### src/rtl/cnns_ram.sv
module cnns_ram #(
  parameter int unsigned WIDTH = 8,
  parameter int unsigned DEPTH = 16
) (
  input  logic                     clk,
  input  logic                     we,
  input  logic [$clog2(DEPTH)-1:0] waddr,
  input  logic [WIDTH-1:0]         wdata,
  input  logic [$clog2(DEPTH)-1:0] raddr_a,
  input  logic [$clog2(DEPTH)-1:0] raddr_b,
  output logic [WIDTH-1:0]         rdata_a,
  output logic [WIDTH-1:0]         rdata_b
);

  logic [WIDTH-1:0] mem [DEPTH];

  always_ff @(posedge clk) begin
    if (we) begin
      mem[waddr] <= wdata;
    end
    rdata_a <= mem[raddr_a];
    rdata_b <= mem[raddr_b];
  end

endmodule

### config.mk
export PLATFORM = sky130hd
export DESIGN_NAME = cnns_ram
export DESIGN_NICKNAME = d
export VERILOG_FILES = /design/src/rtl/cnns_ram.sv
export SDC_FILE = /design/constraint.sdc
export NUM_CORES = 1
export LEC_CHECK = 0
export ABC_CLOCK_PERIOD_IN_PS = 4580
export BUFFER_PORTS_ARGS = -buffer_cell sky130_fd_sc_hd__buf_2
export CELL_PAD_IN_SITES_DETAIL_PLACEMENT = 0
export CELL_PAD_IN_SITES_GLOBAL_PLACEMENT = 1
export CORE_MARGIN = 1.5
export CORE_UTILIZATION = 50
export DETAILED_ROUTE_END_ITERATION = 12
export GPL_ROUTABILITY_DRIVEN = 0
export PLACE_DENSITY = 0.82
export RECOVER_POWER = 100
export SYNTH_ARGS = -nofsm -noshare
export SYNTH_HDL_FRONTEND = slang
export SYNTH_SLANG_ARGS = --single-unit
### constraint.sdc
create_clock -name clk -period 4.58 [get_ports clk]
set_input_delay 0 -clock clk [delete_from_list [all_inputs] [get_ports clk]]
set_output_delay 0 -clock clk [all_outputs]
set_load 0.02 [all_outputs]
==> impl_metrics.tcl, run 1 <==
set metrics [dict create \
    syn_avg_cell_area_sq_um 20.7 \
    use_met3_pct 6.07 \
    crit_fanout 32 \
    cts-root-buf "clkbuf_16" \
    netlist_area_sq_mm 0.00635 \
    port_buffers 37 \
    wirelength_mm 13.2 \
    cts_buffer_depth 2 \
    p_sw_uw 619 \
    antenna_left 0 \
    synth_cells 307 \
    drtIter0Drc 319 \
    min_period_ns 2.69 \
    start_util_pct 52.0 \
    pwr-share-seq_pct 52.1 \
    die_y_microns 116 \
    final_cell_area_sq_mm 0.00711 \
    cts_tree "built" \
    drive_gt1_share_pct 18.6 \
    cp-end-kind "flip-flop" \
    core_area_sq_mm 0.0122 \
    max_clock_freq_mhz 372 \
    p_int_mw 2.24 \
    outcome "finished with violations" \
    tightest_slew_ns 2.58 \
    grt_pass1_vias 3363 \
    area_growth_pct 12.0 \
    r2r_slack_ns 3.13 \
    cellPowerDensity_mw_per_mm2 402 \
    final_cell_mix "edfxtp_1 (128), clkbuf_1 (35), mux4_2 (34)" \
    dpl_cell_area_sq_mm 0.00659 \
    syn-num-nets 329 \
    final_cells 534 \
    drt-pass1-iter-count 5 \
    p_total_mw 2.86 \
    place_inst 493 \
    fill_cells 933 \
    drv_slew 75 \
    setup_tns_ns 0 \
    ys_seq_area_share_pct 65.6 \
    die_w_microns 116 \
    post_drt_via_cell_ratio 6.19 \
    top_usage_layer "met2" \
    critPathKind "input port to flip-flop" \
    ioPinCount 38 \
    grt_max_degree 33 \
    grt_use_met2_pct 34.8 \
    grt_util_met1_pct 27.9 \
    slew_headroom_pct -72.3 \
    hold_violations 0 \
    clk_latency_ns 0.42 \
    violations "max-capacitance violations, max-slew violations" \
    p_leak_nw 2.35 \
    clock-sinks 144 \
    holdWs_ns 0.0153 \
    clkTransAtPathRegs_ns 0.06 \
    yosysUniqueCellTypes 20 \
    antenna_found_initial 0 \
    cts_setup_buffers 0 \
    n_antenna_cell 0 \
    layout_commonest_cell "edfxtp_1" \
    fin_skew_ns 0.0155 \
    h-tree-depth 4 \
    critPathLaunchType "input port" \
    dieArea_sq_mm 0.0134 \
    worstPathArrival_ns 2.98 \
    hpwl_mm 8.29 \
    yosysWarnings 0 \
    pwr-share-clk_pct 40.2 \
    wire_per_inst_microns 24.7 \
    num_vias 3308 \
    grt_overflow 0 \
    grt_pass1_wl_mm 19.6 \
    hold_class "input port to flip-flop" \
    ys_ff_latch 144 \
    cts_resized 0 \
    cts_made_buffers 17 \
    finalNetCount 375 \
    grtUsageTotal_pct 21.5 \
    row_count 40 \
    vdd_drop_max_uv 262 \
    setup_violations 0 \
    maxCapViolCount 3 \
    period_share_pct 58.7 \
    swShare_pct 21.7 \
    required_ns 4.88 \
    rsz0062_at_grt "no" \
    drcViolationCount 0 \
    p_comb_share_pct 7.7 \
]
cells in the mapped netlist:
library cell,number,share of area [%]
and2b_1,2,0.24
mux4_2,34,12
buf_4,2,0.24
nor2_1,14,0.83
nand2b_1,2,0.20
nand2_1,17,1.0
or3b_2,1,0.14
a22oi_1,32,3.8
nor2b_1,2,0.20
mux4_1,28,12
edfxtp_1,128,61
nor3_1,4,0.32
nand3_1,1,0.079
buf_6,6,1.1
and2_1,2,0.20
nand3b_1,2,0.24
clkdlybuf4s25_2,6,0.95
mux4_4,2,0.79
dfxtp_1,16,5.0
buf_2,6,0.47
worst max-delay path, cell delays in order:
cell      delay (ns)
clkbuf_1        1.80
mux4_4          0.82
a22oi_1         0.25
nand2_1         0.08
stage by stage:
stage | utilization (%) | worst slack (ns)
after floorplan | - | 3.09
after global placement | 53.9 | 2.50
after detailed placement | 53.9 | 2.54
after CTS | 58.6 | 2.98
after global routing | 58.2 | 1.59
final | 58.2 | 1.89
registers in the layout, indices dropped and copies added (netlist names):
signal   count
mem        128
rdata_a      8
rdata_b      8
power by group through the flow:
stage	registers, mW	clock network (mW)	logic [mW]
finish	1.49	1.15	0.221
global route	1.49	1.21	0.239
CTS	1.49	1.16	0.228
detailed placement	1.51	0	0.222
global placement	1.51	0	0.222
floorplan	1.53	0	0.133
kinds of logic (layout without fill, tap and decap cells):
| family | Yosys count | in the layout | synth area share (%) |
|---|---|---|---|
| compound gates | 32 | 32 | 3.79 |
| buf+inv | 20 | 79 | 2.72 |
| flops | 144 | 144 | 65.6 |
| mux | 64 | 64 | 24.4 |
| simple gates | 47 | 47 | 3.43 |
final cells by class:
cell class                      instances  area, sq um  share of cell area [%]
Timing Repair Buffer                   47          236                    3.33
Multi-Input combinational cell        143         2010                    28.3
Tap cell                              168          210                    2.96
Sequential cell                       144         4160                    58.6
Clock inverter                         11         48.8                   0.686
Clock buffer                           21          440                    6.19
worst paths after layout:
kind / start / endpoint / depth (start not counted)
max reg2reg: mem[0][7] / rdata_b[7] / 3
min: waddr[0] / mem[0][5] / 2
min reg2reg: mem[14][2] / rdata_a[2] / 3
max: raddr_b[0] / rdata_b[7] / 4
per-layer routing:
| layer | up-vias | wire length [microns] |
|---|---|---|
| met4 | 0 | 203 |
| met5 | - | 0 |
| met2 | 151 | 6770 |
| met1 | 1703 | 5270 |
| li1 | 1436 | - |
| met3 | 18 | 964 |
timing repair:
action | 4_1_cts | 5_1_grt
setup endpoints to repair | 0 | 0
endpoints found under the hold margin | 128 | 0
hold buffers | 8 | 0
Power figures use the tool's default switching activity.
==> run 2, diff against run 1 <==
- ABC_CLOCK_PERIOD_IN_PS: 4580 -> 2400
- CORE_UTILIZATION: 50 -> 48
- clock period: 4.58 -> 2.4 ns (I/O delays scaled with it)
==> run 2 against run 1 <==
Against the previous run: the run now ends clean; via count grew 4.0%; hold slack gained 0.18 ns; first-iteration DRC count grew 30%; clock power grew 99%; design area grew 2.3%; largest cell class unchanged.
==> impl_metrics.tcl, run 2 (synthesis results as in run 1) <==
set metrics [dict create \
    p_leak_nw 2.43 \
    cts-root-buf "clkbuf_16" \
    outcome "completed" \
    critPathLaunchType "input port" \
    wire_per_inst_microns 25.1 \
    final_cell_mix "edfxtp_1 (128), clkbuf_1 (46), mux4_2 (34)" \
    fin_skew_ns 0.00606 \
    antenna_found_initial 0 \
    wirelength_mm 14.0 \
    critPathKind "input port to flip-flop" \
    min_period_ns 1.52 \
    drtIter0Drc 414 \
    core_area_sq_mm 0.0128 \
    crit_family "buffers and inverters" \
    grt_pass1_wl_mm 21.6 \
    top_register "mem" \
    cts_tree "built" \
    layout_commonest_cell "edfxtp_1" \
    grt_max_degree 33 \
    final_cells 559 \
    dieArea_sq_mm 0.0139 \
    ioPinCount 38 \
    die_y_microns 118 \
    n_antenna_cell 0 \
    antenna_left 0 \
    port_buffers 37 \
    cts_made_buffers 17 \
    grt_overflow 0 \
    required_ns 2.70 \
    setup_slack_ns 0.879 \
    cp-end-kind "flip-flop" \
    finalNetCount 397 \
    path_buf_inv 2 \
    clk_latency_ns 0.41 \
    drt-pass1-iter-count 5 \
    num_vias 3440 \
    h-tree-depth 4 \
    drive_gt1_share_pct 20.2 \
    setup_tns_ns 0 \
    drv_slew 0 \
    final_cell_area_sq_mm 0.00728 \
    area_growth_pct 14.6 \
    max_stage_delay_ns 0.62 \
    tightest_slew_ns 0.932 \
    rsz0062_at_grt "no" \
    row_count 41 \
    worstPathArrival_ns 1.82 \
    drcViolationCount 0 \
    die_w_microns 118 \
    hold_class "input port to flip-flop" \
    clock-sinks 144 \
    post_drt_via_cell_ratio 6.15 \
    cts_buffer_depth 2 \
    largest_reg_flops 128 \
    slowest_stage "mux4_1" \
    hpwl_mm 9.00 \
    clkTransAtPathRegs_ns 0.06 \
    maxCapViolCount 0 \
    top_regs "mem x128, rdata_a x8, rdata_b x8" \
    place_inst 520 \
    cellPowerDensity_mw_per_mm2 766 \
    grt_pass1_vias 3631 \
    hold_violations 0 \
    grtUsageTotal_pct 21.8 \
    slew_headroom_pct 37.6 \
    vdd_drop_max_uv 428 \
    setup_violations 0 \
    path_cells "buf_2 -> clkbuf_2 -> mux4_1 -> a22oi_1 -> nand2_1" \
    dpl_cell_area_sq_mm 0.00678 \
    max_clock_freq_mhz 658 \
    cts_resized 0 \
    dp_slack_ns 0.601 \
    start_util_pct 49.7 \
    period_share_pct 63.4 \
    crit_fanout 14 \
]
run 2: cell count changes in the layout (fill, tap and decap cells not counted), sizes merged:
cell / change
clkinv: -1
clkbuf: +12
bufinv: +1
buf: +9
run 2: where the power goes:
part	switching [mW]	internal, mW	total (mW)
combinational	0.255	0.188	0.444
clock	0.908	1.39	2.29
sequential	0.0296	2.81	2.84
run 2: routing by layer:
| metal | up-vias | track usage [%] | part of all wire, % |
|---|---|---|---|
| li1 | 1473 | - | - |
| met1 | 1790 | 29.8 | 42 |
| met2 | 161 | 34.8 | 49 |
| met3 | 16 | 5.57 | 7.8 |
| met4 | 0 | 7.01 | 1.4 |
| met5 | - | 0 | 0 |
run 2: final timing paths:
kind,start,end,slack [ns],cells after the start
worst max-delay path,raddr_b[0],rdata_b[4],0.88,5
worst min-delay path,raddr_b[2],rdata_b[2],0.20,4
worst min register to register,mem[15][6],rdata_b[6],0.70,3
worst max register to register,mem[3][0],rdata_a[0],0.89,3
run 2: metrics by stage:
stage	hold slack (ns)	util, %	power, mW
2_1_floorplan	0.0989	-	3.17
3_3_place_gp	0.384	53.1	3.32
3_5_place_dp	0.396	53.1	3.34
4_1_cts	0.146	57.7	5.62
5_1_grt	0.223	57.0	5.75
6_report	0.198	57.0	5.58
run 2: final cells by class:
type	count	area (sq um)
Multi-Input combinational cell	143	2010
Clock inverter	11	73.8
Timing Repair Buffer	69	377
Tap cell	172	215
Fill cell	967	5500
Clock buffer	20	437
Sequential cell	144	4160
run 2: what timing repair did:
action	4_1_cts	5_1_grt
setup buffers	0	0
endpoints found under the hold margin	128	0
hold buffers	8	0
setup endpoints to repair	0	0
run 2: tightest hold or removal path, delay by kind of cell:
family	cells	cell delay, ns
AOI/OAI and AO/OA	1	0.22
buffers and inverters	1	0.10
and+or+nand+nor	2	0.24
